## src/rtl/core/wheel_encoder_speed_position_macros.svh

```systemverilog
// Assertion macros shared by the wheel encoder RTL.
`ifndef WHEEL_ENCODER_SPEED_POSITION_MACROS_SVH
`define WHEEL_ENCODER_SPEED_POSITION_MACROS_SVH

// Same-cycle implication, sampled on clock, off during reset.
`define WESP_ASSERT_IMP(lbl, ante, cons) \
   lbl: assert property (@(posedge clock) disable iff (reset) (ante) |-> (cons)) \
      else $error("wesp: implication check failed");

// Next-cycle implication, sampled on clock, off during reset.
`define WESP_ASSERT_NEXT(lbl, ante, cons) \
   lbl: assert property (@(posedge clock) disable iff (reset) (ante) |=> (cons)) \
      else $error("wesp: next-cycle check failed");

`endif

```

## src/rtl/core/wesp_pkg.sv

```systemverilog
// Types and constants shared by the wheel encoder speed and position block.
package wesp_pkg;

   localparam int IPR_WIDTH       = 16;
   localparam int STALL_WIDTH     = 20;
   localparam int SCALE_WIDTH     = 24;
   localparam int AVG_CNT_WIDTH   = 4;
   localparam int SUM_WIDTH       = 24;
   localparam int DIV_WIDTH       = 24;
   localparam int IMP_WIDTH       = 17;
   localparam int REV_WIDTH       = 32;
   localparam int DIR_WIDTH       = 2;
   localparam int SPEED_WIDTH     = 25;
   localparam int CMD_WIDTH       = 2;
   localparam int REQ_DATA_WIDTH  = 8;
   localparam int RSP_DATA_WIDTH  = 80;
   localparam int CSR_ADDR_WIDTH  = 4;
   localparam int CSR_DATA_WIDTH  = 32;

   localparam logic [IPR_WIDTH-1:0]     IPR_RESET     = 16'd500;
   localparam logic [STALL_WIDTH-1:0]   STALL_RESET   = 20'd100000;
   localparam logic [SCALE_WIDTH-1:0]   SCALE_RESET   = 24'd12000;
   localparam logic [AVG_CNT_WIDTH-1:0] AVG_CNT_RESET = 4'd5;

   localparam logic signed [DIR_WIDTH-1:0] DIR_REV  = 2'sb11;
   localparam logic signed [DIR_WIDTH-1:0] DIR_FWD  = 2'sb01;

   typedef enum logic [CMD_WIDTH-1:0] {
      CMD_TICK  = 2'd0,
      CMD_EDGE  = 2'd1,
      CMD_QUERY = 2'd2,
      CMD_CLEAR = 2'd3
   } cmd_type;

   typedef enum logic [1:0] {
      REG_IMPULSES_PER_REV = 2'd0,
      REG_STALL_LIMIT      = 2'd1,
      REG_SPEED_SCALE      = 2'd2,
      REG_AVERAGE_COUNT    = 2'd3
   } csr_reg_type;

   typedef enum logic [1:0] {
      ST_IDLE   = 2'd0,
      ST_DIVIDE = 2'd1,
      ST_RESULT = 2'd2
   } state_type;

   typedef struct packed {
      logic [IPR_WIDTH-1:0]     impulses_per_rev;
      logic [STALL_WIDTH-1:0]   stall_limit;
      logic [SCALE_WIDTH-1:0]   speed_scale;
      logic [AVG_CNT_WIDTH-1:0] average_count;
   } cfg_type;

   typedef struct packed {
      logic accept;
      logic div_start;
      logic load_rsp;
   } ctrl_cmd_type;

   typedef struct packed {
      logic need_div;
      logic div_busy;
      logic div_done;
   } dp_status_type;

endpackage

```

## src/rtl/core/wesp_csr.sv

```systemverilog
// Configuration register file behind the APB-style port.
module wesp_csr (
   input  logic                                clock,
   input  logic                                reset,
   input  logic                                csr_psel,
   input  logic                                csr_penable,
   input  logic                                csr_pwrite,
   input  logic [wesp_pkg::CSR_ADDR_WIDTH-1:0] csr_paddr,
   input  logic [wesp_pkg::CSR_DATA_WIDTH-1:0] csr_pwdata,
   output logic [wesp_pkg::CSR_DATA_WIDTH-1:0] csr_prdata,
   output logic                                csr_pready,
   output wesp_pkg::cfg_type                   cfg
);
   import wesp_pkg::*;

   logic [IPR_WIDTH-1:0]     ipr_ff,   ipr_in;
   logic [STALL_WIDTH-1:0]   stall_ff, stall_in;
   logic [SCALE_WIDTH-1:0]   scale_ff, scale_in;
   logic [AVG_CNT_WIDTH-1:0] avg_ff,   avg_in;
   logic                     wr_en;
   csr_reg_type              reg_sel;

   assign csr_pready = 1'b1;
   assign wr_en      = csr_psel & csr_penable & csr_pwrite & csr_pready;
   assign reg_sel    = csr_reg_type'(csr_paddr[3:2]);

   always_comb begin
      ipr_in   = ipr_ff;
      stall_in = stall_ff;
      scale_in = scale_ff;
      avg_in   = avg_ff;
      if (wr_en) begin
         unique case (reg_sel)
            REG_IMPULSES_PER_REV: ipr_in   = csr_pwdata[IPR_WIDTH-1:0];
            REG_STALL_LIMIT:      stall_in = csr_pwdata[STALL_WIDTH-1:0];
            REG_SPEED_SCALE:      scale_in = csr_pwdata[SCALE_WIDTH-1:0];
            REG_AVERAGE_COUNT:    avg_in   = csr_pwdata[AVG_CNT_WIDTH-1:0];
         endcase
      end
   end

   always_comb begin
      unique case (reg_sel)
         REG_IMPULSES_PER_REV: csr_prdata = CSR_DATA_WIDTH'(ipr_ff);
         REG_STALL_LIMIT:      csr_prdata = CSR_DATA_WIDTH'(stall_ff);
         REG_SPEED_SCALE:      csr_prdata = CSR_DATA_WIDTH'(scale_ff);
         REG_AVERAGE_COUNT:    csr_prdata = CSR_DATA_WIDTH'(avg_ff);
      endcase
   end

   always_ff @(posedge clock) begin
      if (reset) begin
         ipr_ff   <= IPR_RESET;
         stall_ff <= STALL_RESET;
         scale_ff <= SCALE_RESET;
         avg_ff   <= AVG_CNT_RESET;
      end else begin
         ipr_ff   <= ipr_in;
         stall_ff <= stall_in;
         scale_ff <= scale_in;
         avg_ff   <= avg_in;
      end
   end

   assign cfg.impulses_per_rev = ipr_ff;
   assign cfg.stall_limit      = stall_ff;
   assign cfg.speed_scale      = scale_ff;
   assign cfg.average_count    = avg_ff;

endmodule

```

## src/rtl/core/wesp_div.sv

```systemverilog
// Serial restoring divider, one quotient bit per cycle.
`include "wheel_encoder_speed_position_macros.svh"
module wesp_div (
   input  logic                           clock,
   input  logic                           reset,
   input  logic                           start,
   input  logic [wesp_pkg::DIV_WIDTH-1:0] dividend,
   input  logic [wesp_pkg::DIV_WIDTH-1:0] divisor,
   output logic                           busy,
   output logic                           done,
   output logic [wesp_pkg::DIV_WIDTH-1:0] quotient
);
   import wesp_pkg::*;

   localparam int CNT_WIDTH = $clog2(DIV_WIDTH);
   localparam logic [CNT_WIDTH-1:0] CNT_LAST = CNT_WIDTH'(DIV_WIDTH - 1);

   logic [DIV_WIDTH-1:0] rem_ff, rem_in;
   logic [DIV_WIDTH-1:0] quo_ff, quo_in;
   logic [DIV_WIDTH-1:0] den_ff, den_in;
   logic [CNT_WIDTH-1:0] cnt_ff, cnt_in;
   logic                 busy_ff, busy_in;
   logic                 done_ff, done_in;
   logic [DIV_WIDTH:0]   shifted;
   logic [DIV_WIDTH:0]   diff;
   logic                 take;

   assign shifted = {rem_ff, quo_ff[DIV_WIDTH-1]};
   assign diff    = shifted - {1'b0, den_ff};
   assign take    = (shifted >= {1'b0, den_ff});

   always_comb begin
      rem_in  = rem_ff;
      quo_in  = quo_ff;
      den_in  = den_ff;
      cnt_in  = cnt_ff;
      busy_in = busy_ff;
      done_in = 1'b0;
      if (start) begin
         rem_in  = '0;
         quo_in  = dividend;
         den_in  = divisor;
         cnt_in  = '0;
         busy_in = 1'b1;
      end else if (busy_ff) begin
         // shift in the next dividend bit, subtract where it fits
         rem_in = take ? diff[DIV_WIDTH-1:0] : shifted[DIV_WIDTH-1:0];
         quo_in = {quo_ff[DIV_WIDTH-2:0], take};
         cnt_in = cnt_ff + 1'b1;
         if (cnt_ff == CNT_LAST) begin
            busy_in = 1'b0;
            done_in = 1'b1;
         end
      end
   end

   always_ff @(posedge clock) begin
      if (reset) begin
         busy_ff <= 1'b0;
         done_ff <= 1'b0;
         cnt_ff  <= '0;
      end else begin
         busy_ff <= busy_in;
         done_ff <= done_in;
         cnt_ff  <= cnt_in;
      end
   end

   always_ff @(posedge clock) begin
      rem_ff <= rem_in;
      quo_ff <= quo_in;
      den_ff <= den_in;
   end

   assign busy     = busy_ff;
   assign done     = done_ff;
   assign quotient = quo_ff;

   `WESP_ASSERT_IMP(a_no_restart, start, !busy_ff)
   `WESP_ASSERT_NEXT(a_start_busy, start, busy_ff && !done_ff)
   `WESP_ASSERT_NEXT(a_last_done, busy_ff && (cnt_ff == CNT_LAST), done_ff && !busy_ff)

endmodule

```

## src/rtl/core/wesp_ctrl.sv

```systemverilog
// Request sequencer and result valid flag.
`include "wheel_encoder_speed_position_macros.svh"
module wesp_ctrl (
   input  logic                    clock,
   input  logic                    reset,
   input  logic                    req_tvalid,
   output logic                    req_tready,
   output logic                    rsp_tvalid,
   input  logic                    rsp_tready,
   input  wesp_pkg::dp_status_type status,
   output wesp_pkg::ctrl_cmd_type  cmd
);
   import wesp_pkg::*;

   state_type state_ff, state_in;
   logic      rsp_valid_ff, rsp_valid_in;
   logic      accept;
   logic      out_free;

   assign req_tready = (state_ff == ST_IDLE);
   assign accept     = req_tvalid & req_tready;
   assign out_free   = !rsp_valid_ff || rsp_tready;

   always_comb begin
      state_in      = state_ff;
      cmd.accept    = 1'b0;
      cmd.div_start = 1'b0;
      cmd.load_rsp  = 1'b0;
      unique case (state_ff)
         ST_IDLE: begin
            if (accept) begin
               cmd.accept = 1'b1;
               if (status.need_div) begin
                  cmd.div_start = 1'b1;
                  state_in      = ST_DIVIDE;
               end else begin
                  state_in = ST_RESULT;
               end
            end
         end
         ST_DIVIDE: begin
            if (status.div_done) begin
               state_in = ST_RESULT;
            end
         end
         ST_RESULT: begin
            // hold the result until the output register frees up
            if (out_free) begin
               cmd.load_rsp = 1'b1;
               state_in     = ST_IDLE;
            end
         end
         default: state_in = ST_IDLE;
      endcase
   end

   always_comb begin
      if (cmd.load_rsp) begin
         rsp_valid_in = 1'b1;
      end else if (rsp_tready) begin
         rsp_valid_in = 1'b0;
      end else begin
         rsp_valid_in = rsp_valid_ff;
      end
   end

   always_ff @(posedge clock) begin
      if (reset) begin
         state_ff     <= ST_IDLE;
         rsp_valid_ff <= 1'b0;
      end else begin
         state_ff     <= state_in;
         rsp_valid_ff <= rsp_valid_in;
      end
   end

   assign rsp_tvalid = rsp_valid_ff;

   `WESP_ASSERT_NEXT(a_div_entry, cmd.accept && status.need_div, state_ff == ST_DIVIDE)
   `WESP_ASSERT_IMP(a_div_running, state_ff == ST_DIVIDE, status.div_busy || status.div_done)
   `WESP_ASSERT_IMP(a_no_overwrite, cmd.load_rsp, !rsp_valid_ff || rsp_tready)

endmodule

```

## src/rtl/core/wesp_dp.sv

```systemverilog
// Counters, interval averaging, speed calculation and result register.
module wesp_dp #(
   parameter int TIME_WIDTH = 20
) (
   input  logic                                clock,
   input  logic                                reset,
   input  wesp_pkg::cfg_type                   cfg,
   input  wesp_pkg::ctrl_cmd_type              cmd,
   output wesp_pkg::dp_status_type             status,
   input  logic [wesp_pkg::CMD_WIDTH-1:0]      req_cmd,
   input  logic                                req_b_level,
   output logic [wesp_pkg::RSP_DATA_WIDTH-1:0] rsp_tdata
);
   import wesp_pkg::*;

   localparam int CW = (TIME_WIDTH > STALL_WIDTH) ? TIME_WIDTH : STALL_WIDTH;
   localparam int SW = ((TIME_WIDTH > SUM_WIDTH) ? TIME_WIDTH : SUM_WIDTH) + 1;
   localparam logic [TIME_WIDTH-1:0] TIME_MAX = '1;

   logic signed [IMP_WIDTH-1:0]   imp_ff,     imp_in;
   logic [REV_WIDTH-1:0]          rev_ff,     rev_in;
   logic signed [DIR_WIDTH-1:0]   dir_ff,     dir_in;
   logic                          moving_ff,  moving_in;
   logic [TIME_WIDTH-1:0]         elapsed_ff, elapsed_in;
   logic                          iv_nz_ff,   iv_nz_in;
   logic [SUM_WIDTH-1:0]          sum_ff,     sum_in;
   logic [AVG_CNT_WIDTH-1:0]      samp_ff,    samp_in;
   logic [DIV_WIDTH-1:0]          avg_ff,     avg_in;
   logic                          ready_ff,   ready_in;
   logic signed [SPEED_WIDTH-1:0] speed_ff,   speed_in;
   logic                          fresh_ff,   fresh_in;
   logic                          div_speed_ff, div_speed_in;
   logic [RSP_DATA_WIDTH-1:0]     rsp_data_ff, rsp_data_in;

   cmd_type                       op;
   logic [TIME_WIDTH-1:0]         elapsed_inc;
   logic                          stall_hit;
   logic signed [IMP_WIDTH:0]     imp_step;
   logic signed [IMP_WIDTH:0]     lim;
   logic                          wrap_up;
   logic                          wrap_dn;
   logic [TIME_WIDTH-1:0]         iv;
   logic [SW-1:0]                 sum_wide;
   logic [SW-1:0]                 iv_wide;
   logic [SUM_WIDTH-1:0]          sum_add;
   logic [SUM_WIDTH-1:0]          iv_sat;
   logic                          group_full;
   logic                          query_ok;
   logic                          div_start;
   logic [DIV_WIDTH-1:0]          div_dividend;
   logic [DIV_WIDTH-1:0]          div_divisor;
   logic                          div_busy;
   logic                          div_done;
   logic [DIV_WIDTH-1:0]          div_quotient;
   logic signed [SPEED_WIDTH-1:0] speed_mag;

   assign op = cmd_type'(req_cmd);

   assign elapsed_inc = (elapsed_ff == TIME_MAX) ? elapsed_ff : elapsed_ff + 1'b1;
   assign stall_hit   = (CW'(elapsed_inc) >= CW'(cfg.stall_limit));

   assign imp_step = req_b_level ? ({imp_ff[IMP_WIDTH-1], imp_ff} - 1'sb1)
                                 : ({imp_ff[IMP_WIDTH-1], imp_ff} + 2'sb01);
   assign lim      = signed'({2'b00, cfg.impulses_per_rev});
   assign wrap_up  = (imp_step >= lim);
   assign wrap_dn  = (imp_step <= -lim);

   assign iv       = moving_ff ? elapsed_ff : '0;
   assign sum_wide = SW'(sum_ff) + SW'(iv);
   assign iv_wide  = SW'(iv);
   // saturate the running sum and a restarted sum at the sum width
   assign sum_add  = (|sum_wide[SW-1:SUM_WIDTH]) ? '1 : sum_wide[SUM_WIDTH-1:0];
   assign iv_sat   = (|iv_wide[SW-1:SUM_WIDTH]) ? '1 : iv_wide[SUM_WIDTH-1:0];

   assign group_full = (samp_ff >= cfg.average_count);
   assign query_ok   = moving_ff && iv_nz_ff && ready_ff;

   always_comb begin
      unique case (op)
         CMD_EDGE:  status.need_div = group_full && (cfg.average_count != '0);
         CMD_QUERY: status.need_div = query_ok && (avg_ff != '0) && (dir_ff != '0);
         default:   status.need_div = 1'b0;
      endcase
   end

   assign div_start    = cmd.div_start;
   assign div_dividend = (op == CMD_EDGE) ? sum_ff : cfg.speed_scale;
   assign div_divisor  = (op == CMD_EDGE) ? DIV_WIDTH'(cfg.average_count) : avg_ff;

   wesp_div u_div (
      .clock    (clock),
      .reset    (reset),
      .start    (div_start),
      .dividend (div_dividend),
      .divisor  (div_divisor),
      .busy     (div_busy),
      .done     (div_done),
      .quotient (div_quotient)
   );

   assign status.div_busy = div_busy;
   assign status.div_done = div_done;

   assign speed_mag = signed'({1'b0, div_quotient});

   always_comb begin
      imp_in       = imp_ff;
      rev_in       = rev_ff;
      dir_in       = dir_ff;
      moving_in    = moving_ff;
      elapsed_in   = elapsed_ff;
      iv_nz_in     = iv_nz_ff;
      sum_in       = sum_ff;
      samp_in      = samp_ff;
      avg_in       = avg_ff;
      ready_in     = ready_ff;
      speed_in     = speed_ff;
      fresh_in     = fresh_ff;
      div_speed_in = div_speed_ff;
      if (cmd.accept) begin
         speed_in     = '0;
         fresh_in     = 1'b0;
         div_speed_in = (op == CMD_QUERY);
         unique case (op)
            CMD_TICK: begin
               elapsed_in = elapsed_inc;
               if (stall_hit) begin
                  moving_in = 1'b0;
               end
            end
            CMD_EDGE: begin
               dir_in = req_b_level ? DIR_REV : DIR_FWD;
               priority if (wrap_up) begin
                  imp_in = '0;
                  rev_in = rev_ff + 1'b1;
               end else if (wrap_dn) begin
                  imp_in = '0;
                  rev_in = rev_ff - 1'b1;
               end else begin
                  imp_in = imp_step[IMP_WIDTH-1:0];
               end
               iv_nz_in   = (iv != '0);
               elapsed_in = '0;
               if (!group_full) begin
                  sum_in  = sum_add;
                  samp_in = samp_ff + 1'b1;
               end else begin
                  // publish zero now; the divider overwrites it when it runs
                  avg_in   = '0;
                  ready_in = 1'b1;
                  sum_in   = iv_sat;
                  samp_in  = AVG_CNT_WIDTH'(1);
               end
               moving_in = 1'b1;
            end
            CMD_QUERY: begin
               if (query_ok) begin
                  ready_in = 1'b0;
                  fresh_in = 1'b1;
               end
            end
            CMD_CLEAR: begin
               imp_in = '0;
            end
         endcase
      end else if (div_done) begin
         if (div_speed_ff) begin
            speed_in = dir_ff[DIR_WIDTH-1] ? -speed_mag : speed_mag;
         end else begin
            avg_in = div_quotient;
         end
      end
   end

   always_comb begin
      rsp_data_in = rsp_data_ff;
      if (cmd.load_rsp) begin
         rsp_data_in = {2'b00, fresh_ff, speed_ff, moving_ff, dir_ff, rev_ff, imp_ff};
      end
   end

   always_ff @(posedge clock) begin
      if (reset) begin
         imp_ff       <= '0;
         rev_ff       <= '0;
         dir_ff       <= '0;
         moving_ff    <= 1'b0;
         elapsed_ff   <= '0;
         iv_nz_ff     <= 1'b0;
         sum_ff       <= '0;
         samp_ff      <= '0;
         avg_ff       <= '0;
         ready_ff     <= 1'b0;
         speed_ff     <= '0;
         fresh_ff     <= 1'b0;
         div_speed_ff <= 1'b0;
      end else begin
         imp_ff       <= imp_in;
         rev_ff       <= rev_in;
         dir_ff       <= dir_in;
         moving_ff    <= moving_in;
         elapsed_ff   <= elapsed_in;
         iv_nz_ff     <= iv_nz_in;
         sum_ff       <= sum_in;
         samp_ff      <= samp_in;
         avg_ff       <= avg_in;
         ready_ff     <= ready_in;
         speed_ff     <= speed_in;
         fresh_ff     <= fresh_in;
         div_speed_ff <= div_speed_in;
      end
   end

   always_ff @(posedge clock) begin
      rsp_data_ff <= rsp_data_in;
   end

   assign rsp_tdata = rsp_data_ff;

endmodule

```

## src/rtl/core/wheel_encoder_speed_position.sv

```systemverilog
// Wheel encoder block: counts impulses and revolutions from channel-A falling edges and
// channel-B level, tracks motion from time-tick requests and answers speed queries in
// signed RPM from averaged edge-to-edge intervals. Each request yields exactly one
// result. An edge that closes an averaging group, and a query that consumes a nonzero
// fresh average, run the divider: both share one serial divider that retires one
// quotient bit per cycle over 24 bits. Ticks, other edges, distance clears and queries
// that find no fresh average go straight to the result. Results sit in an output register,
// so the next request is accepted while the previous result still waits to be taken.
module wheel_encoder_speed_position #(
   parameter int TIME_WIDTH = 20
) (
   input  logic                                clock,
   input  logic                                reset,
   input  logic                                req_tvalid,
   output logic                                req_tready,
   // bit 0: b_level, bits 7:1 zero
   input  logic [wesp_pkg::REQ_DATA_WIDTH-1:0] req_tdata,
   // bits 1:0: cmd
   input  logic [wesp_pkg::CMD_WIDTH-1:0]      req_tuser,
   output logic                                rsp_tvalid,
   input  logic                                rsp_tready,
   // 16:0 impulse_count, 48:17 revolution_count, 50:49 direction, 51 moving,
   // 76:52 speed_rpm, 77 speed_fresh, 79:78 zero
   output logic [wesp_pkg::RSP_DATA_WIDTH-1:0] rsp_tdata,
   input  logic                                csr_psel,
   input  logic                                csr_penable,
   input  logic                                csr_pwrite,
   input  logic [wesp_pkg::CSR_ADDR_WIDTH-1:0] csr_paddr,
   input  logic [wesp_pkg::CSR_DATA_WIDTH-1:0] csr_pwdata,
   output logic [wesp_pkg::CSR_DATA_WIDTH-1:0] csr_prdata,
   output logic                                csr_pready
);
   import wesp_pkg::*;

   cfg_type       cfg;
   ctrl_cmd_type  cmd;
   dp_status_type status;

   wesp_csr u_csr (
      .clock       (clock),
      .reset       (reset),
      .csr_psel    (csr_psel),
      .csr_penable (csr_penable),
      .csr_pwrite  (csr_pwrite),
      .csr_paddr   (csr_paddr),
      .csr_pwdata  (csr_pwdata),
      .csr_prdata  (csr_prdata),
      .csr_pready  (csr_pready),
      .cfg         (cfg)
   );

   wesp_ctrl u_ctrl (
      .clock      (clock),
      .reset      (reset),
      .req_tvalid (req_tvalid),
      .req_tready (req_tready),
      .rsp_tvalid (rsp_tvalid),
      .rsp_tready (rsp_tready),
      .status     (status),
      .cmd        (cmd)
   );

   wesp_dp #(
      .TIME_WIDTH (TIME_WIDTH)
   ) u_dp (
      .clock       (clock),
      .reset       (reset),
      .cfg         (cfg),
      .cmd         (cmd),
      .status      (status),
      .req_cmd     (req_tuser),
      .req_b_level (req_tdata[0]),
      .rsp_tdata   (rsp_tdata)
   );

endmodule

```

## config.mk

```make
export PLATFORM = sky130hd
export DESIGN_NAME = wheel_encoder_speed_position
export DESIGN_NICKNAME = d
export VERILOG_FILES = /design/src/rtl/core/wesp_pkg.sv /design/src/rtl/core/wesp_csr.sv /design/src/rtl/core/wesp_div.sv /design/src/rtl/core/wesp_ctrl.sv /design/src/rtl/core/wesp_dp.sv /design/src/rtl/core/wheel_encoder_speed_position.sv
export VERILOG_INCLUDE_DIRS = /design/src /design/src/rtl/core
export SDC_FILE = /design/constraint.sdc
export NUM_CORES = 1
export LEC_CHECK = 0
export BUFFER_PORTS_ARGS = -buffer_cell sky130_fd_sc_hd__buf_2
export CAP_MARGIN = 10
export CORE_MARGIN = 1.5
export CORE_UTILIZATION = 45
export CTS_CLUSTER_SIZE = 24
export DETAILED_ROUTE_END_ITERATION = 10
export PLACE_DENSITY = 0.61
export SYNTH_ARGS = -nofsm -noshare
export SYNTH_HDL_FRONTEND = slang
export SYNTH_HIERARCHICAL = 1
export SYNTH_SLANG_ARGS = --single-unit
```

## constraint.sdc

```tcl
create_clock -name clock -period 7 [get_ports clock]
set_input_delay 0.7 -clock clock [delete_from_list [all_inputs] [get_ports clock]]
set_output_delay 0.7 -clock clock [all_outputs]
set_load 0.01 [all_outputs]
```

# Word-level counts from Yosys, hierarchy flattened
# Cells that the tools add are included.
classes:
  n_addsub: 11
  order_cmp: 5
  eq_ne: 19
  muxes: 49
  n_bitwise: 4
  n_reduce_logical: 37
ops:
  columns: ["cell", "count"]
  rows:
  - ["24-bit two-way mux", 11]
  - ["32-bit case mux with 4 select lines", 1]
  - ["32-bit two-way mux", 2]
  - ["20-bit two-way mux", 2]
  - ["20-bit case mux with 2 select lines", 1]
  - ["17-bit two-way mux", 2]
  - ["17-bit case mux with 2 select lines", 1]
  - ["32-bit by 1-bit adder with 32-bit output (second input constant)", 1]
  - ["32-bit by 1-bit subtractor with 32-bit output (second input constant)", 1]
  - ["24-bit by 20-bit adder with 25-bit output", 1]
  - ["25-bit by 24-bit greater-or-equal comparator with 1-bit output", 1]
  - ["25-bit two-way mux", 1]
  - ["24-bit negator with 25-bit output", 1]
  - ["24-bit nonzero test", 1]
  - ["24-bit subtractor", 1]
  - ["20-bit by 1-bit adder with 20-bit output (second input constant)", 1]
  - ["20-bit equality test (second input constant)", 1]
  - ["20-bit greater-or-equal comparator", 1]
  - ["20-bit nonzero test", 1]
  - ["17-bit by 2-bit adder with 18-bit output (second input constant)", 1]
  - ["18-bit by 17-bit greater-or-equal comparator with 1-bit output", 1]
  - ["18-bit <= comparator", 1]
  - ["18-bit two-way mux", 1]
  - ["16-bit negator with 18-bit output", 1]
  - ["27 further kinds", 88]
word_totals:
  reg_bits: 377
  in_bits: 53
  output_inout_bits: 115
  word_cells: 152

# Longest topological paths before layout
logic_depth:
  depth_word: 10
  mapped_depth: 26
  mapped_depth_nobuf: 25

# Hierarchy
# The synthesis kept the hierarchy.
modules_own_cells:
  columns: ["module", "n_inst", "cells_per_inst", "area_each_um2", "seq_area_each_um2"]
  rows:
  - ["wesp_dp", 1, 1629, 14537.7, 5405.2]
  - ["wesp_div", 1, 461, 4693.3, 2062.0]
  - ["wesp_csr", 1, 320, 3145.5, 1281.2]
  - ["wesp_ctrl", 1, 18, 168.9, 60.1]

# Worst setup path after synthesis
# No wires, ideal clock.
synth_timing:
  path_type: "input to register"
  startpoint: "input port req_tdata[0] (netlist name)"
  endpoint: "register u_dp.rev_ff[31]"
  setup_ps: 121
  arrival_time_ps: 7004
  t_required_ps: 6879
  path_slack_ps: -125
  path_stages: 25
  path_buffers: 0
  path_cell_list: "ha_1 > a211o_1 > a221oi_2 > a21bo_2 > o311a_4 > o21a_1 > nor2_1 > xnor2_1 > ha_1 > nand2_1 > o21ai_0 > a21oi_1 > o21ai_0 > o211a_1 > nor2_1 > ha_1 > a21oi_1 > o211ai_1 > a221oi_1 > nor2_1 > a2111o_1 > nand2_1 > a21o_1 > mux2i_1 > mux2_2"
synth_between:
  elab_chain_cells: 4
  elab_cells_between_ends: 6
  classes_between: "order compare (2); mux (2); reduce/logical (2)"
synth_rtl:
  columns: ["element", "line_no", "text"]
  rows:
  - ["start, declared", "wheel_encoder_speed_position.sv:17", "input logic [wesp_pkg::REQ_DATA_WIDTH-1:0] req_tdata,"]
  - ["18-bit two-way mux *", "wesp_dp.sv:62", "assign imp_step = req_b_level ? ({imp_ff[IMP_WIDTH-1], imp_ff} - 1'sb1)"]
  - ["18-bit <= comparator / 18-bit by 17-bit greater-or-equal comparator with 1-bit output (equally long branches)", "wesp_dp.sv:66, wesp_dp.sv:65", null]
  - ["2-bit nonzero test (no line)", null, null]
  - ["3-bit AND reduction (no line)", null, null]
  - ["end signal, assigned", "wesp_dp.sv:199", "rev_ff <= rev_in;"]
  - ["end, declared", "wesp_dp.sv:21", "logic [REV_WIDTH-1:0] rev_ff, rev_in;"]
# Every way passes the cells marked *; elsewhere a longest branch is shown, timed or not.
# A chain may end at the register's enable or synchronous reset.

# Worst setup path in the final report
layout_timing:
  startpoint: "register u_dp.imp_ff[1]"
  endpoint: "register u_dp.rev_ff[31]"
layout_between:
  elab_chain_cells: 5
  elab_cells_between_ends: 8
  classes_between: "add/sub (2); order compare (2); mux (2); reduce/logical (2)"
layout_rtl:
  columns: ["element", "line_no", "text"]
  rows:
  - ["start, declared", "wesp_dp.sv:20", "logic signed [IMP_WIDTH-1:0] imp_ff, imp_in;"]
  - ["start signal, assigned", "wesp_dp.sv:198", "imp_ff <= imp_in;"]
  - ["17-bit by 2-bit adder with 18-bit output / 17-bit by 2-bit subtractor with 18-bit output (equally long branches)", "wesp_dp.sv:63, wesp_dp.sv:62", null]
  - ["18-bit two-way mux *", "wesp_dp.sv:62", null]
  - ["18-bit <= comparator / 18-bit by 17-bit greater-or-equal comparator with 1-bit output (equally long branches)", "wesp_dp.sv:66, wesp_dp.sv:65", null]
  - ["2-bit nonzero test (no line)", null, null]
  - ["3-bit AND reduction (no line)", null, null]
# Marks and branches as above.

==> flow_metrics.env <==
export IMPL_skew_ps=7.95
export IMPL_netlist_area_um2=22500
export IMPL_grt_pass1_wl_mm=94.8
export IMPL_r2r_start="u_dp/imp_ff[1]"
export IMPL_crit_fanout=19
export IMPL_finalInstanceArea_um2=25400
export IMPL_holdCritPathClass="input pin to flop"
export IMPL_vias_per_cell=5.62
export IMPL_grt_pass1_vias=17400
export IMPL_finalNetCount=2763
export IMPL_yosysWarnings=6
export IMPL_first_pass_iters=5
export IMPL_fp_dieW_um=227
export IMPL_grt_max_degree=87
export IMPL_port_buffers=139
export IMPL_slowest_delay_ps=470
export IMPL_crit_required_ps=7450
export IMPL_cts_hold_fix_buffers=0
export IMPL_path_delay_family="compound AO/OA/AOI/OAI gates"
export IMPL_core_um2=49200
export IMPL_die_y_um=227
export IMPL_post_route_period_util=0.925
export IMPL_grt_overflow=0
export IMPL_io_pins=168
export IMPL_setup_viol=0
export IMPL_cpMostUsedCell="a21oi_1"
export IMPL_relSlewSlack=0.159
export IMPL_wl_per_cell_um=18.6
export IMPL_crit_start="u_dp/imp_ff[1]"
export IMPL_synthCells=2427
export IMPL_initial_core_util=0.459
export IMPL_fmax_ghz=0.154
export IMPL_hold_viol_final=0
export IMPL_hpwlAfterDp_mm=43.7
export IMPL_drive_above_1_share=0.145
export IMPL_worstSetupEndpointType="flop"
export IMPL_routed_wl_mm=60.4
export IMPL_period_needed_ps=6470
export IMPL_grt_setup_unrepaired="false"
export IMPL_rows=81
export IMPL_timing_hold_ws_ps=380
export IMPL_htreeDepth=2
export IMPL_dieArea_um2=51400
export IMPL_clock_sinks=377
export IMPL_final_common_cell="nor2_1"
export IMPL_drv_cap=0
export IMPL_diodes=0
export IMPL_final_util=0.516
export IMPL_critPathArrivalTime_ps=6930
export IMPL_critPathKind="flop to flop"
export IMPL_outcome="complete, no violations"
export IMPL_layout_common_cells="263 x nor2_1, 250 x dfxtp_1, 166 x nand2_1, 155 x ha_1, 138 x buf_2"
export IMPL_area_growth_pct=12.5
export IMPL_worst_path_buf_inv=1
export IMPL_power_density_nw_per_um2=207
export IMPL_track_usage=0.233
export IMPL_ant_nets=0
export IMPL_cts_root_buf="clkbuf_16"
export IMPL_cts_tree="done"
export IMPL_num_vias=18300
export IMPL_hp_start="csr_pwdata[23]"
export IMPL_drv_slew=0
export IMPL_antenna_found_initial=1
export IMPL_cts_path_max_buffers=3
export IMPL_leakagePower_nw=10.4
export IMPL_clock_latency_ps=570
export IMPL_tightest_slew_ps=1260
export IMPL_clk_pin_slew_ps=60
export IMPL_drt_iter0_drc=1128
export IMPL_gp_congestion=0.935
export IMPL_slowest_stage="nor2_4"
export IMPL_avgSynthCellArea_um2=9.29
export IMPL_post_dp_cell_area_um2=23900
export IMPL_critPathLaunchType="flop"
export IMPL_post_cts_resized=0
export IMPL_postCtsSetupBuffers=0
export IMPL_ir_worst_vdd_mv=0.157
export IMPL_drc=0
export IMPL_cts_buffers=44
## metrics by stage
| stage | std cells | TNS, ps | power [mW] | setup WS [ps] |
|---|---|---|---|---|
| after detailed placement | 3168 | -1590 | 2.96 | -373 |
| after CTS | 3249 | 0 | 5.32 | 280 |
| final | 3249 | 0 | 5.26 | 526 |
| after global placement | 3168 | -947 | 2.95 | -314 |
| after global routing | 3249 | 0 | 5.46 | 89.7 |
| after floorplan | 2435 | 0 | 2.79 | 336 |
## final timing paths
| check | slack [ps] | depth (start not counted) | end |
|---|---|---|---|
| setup reg to reg | 530 | 26 | u_dp/rev_ff[31] |
| hold reg to reg | 430 | 0 | u_dp/rsp_tdata[53] |
| hold / removal | 380 | 3 | u_csr/scale_ff[23] |
| setup / recovery | 530 | 26 | u_dp/rev_ff[31] |
## registers in the layout, indices dropped and copies added, names as in the netlist, 2 cells and up
register	flops
u_dp/sum_ff	24
u_csr/ipr_ff	16
u_csr/avg_ff	4
u_dp/elapsed_ff	20
u_ctrl/state_ff	2
u_dp/dir_ff	2
u_dp/u_div/rem_ff	24
u_csr/scale_ff	24
u_dp/u_div/den_ff	24
u_dp/u_div/cnt_ff	5
u_dp/u_div/quotient	24
u_dp/imp_ff	17
u_dp/rsp_tdata	78
u_dp/avg_ff	24
u_dp/speed_ff	25
u_dp/samp_ff	4
u_dp/rev_ff	32
u_csr/stall_ff	20
## metal layers
metal  vias to the layer above  track usage  wire, um
li1                       9000            -         -
met1                      8724        0.314     28200
met2                       432        0.374     27400
met3                       110       0.0350      2640
met4                         0       0.0920      2200
met5                         -            0         0
## tightest hold or removal path: cells and delay by family
family | cells | cell delay, ps
buffers and inverters | 1 | 100
AND/OR/NAND/NOR | 1 | 50
AO/OA/AOI/OAI | 1 | 50
## report_power, final
part	internal, mW	switching (mW)
sequential	2.31	0.0346
combinational	0.230	0.347
clock	1.40	0.937
## final cells by class
type	count	area, um^2
flip-flops and latches	377	8810
well taps	664	831
clock inverters	20	225
fillers	4576	23800
clock buffers	61	1250
inverters	99	372
repair buffers	197	1140
multi-input cells	1831	12700
Power figures use the tool's default switching activity.
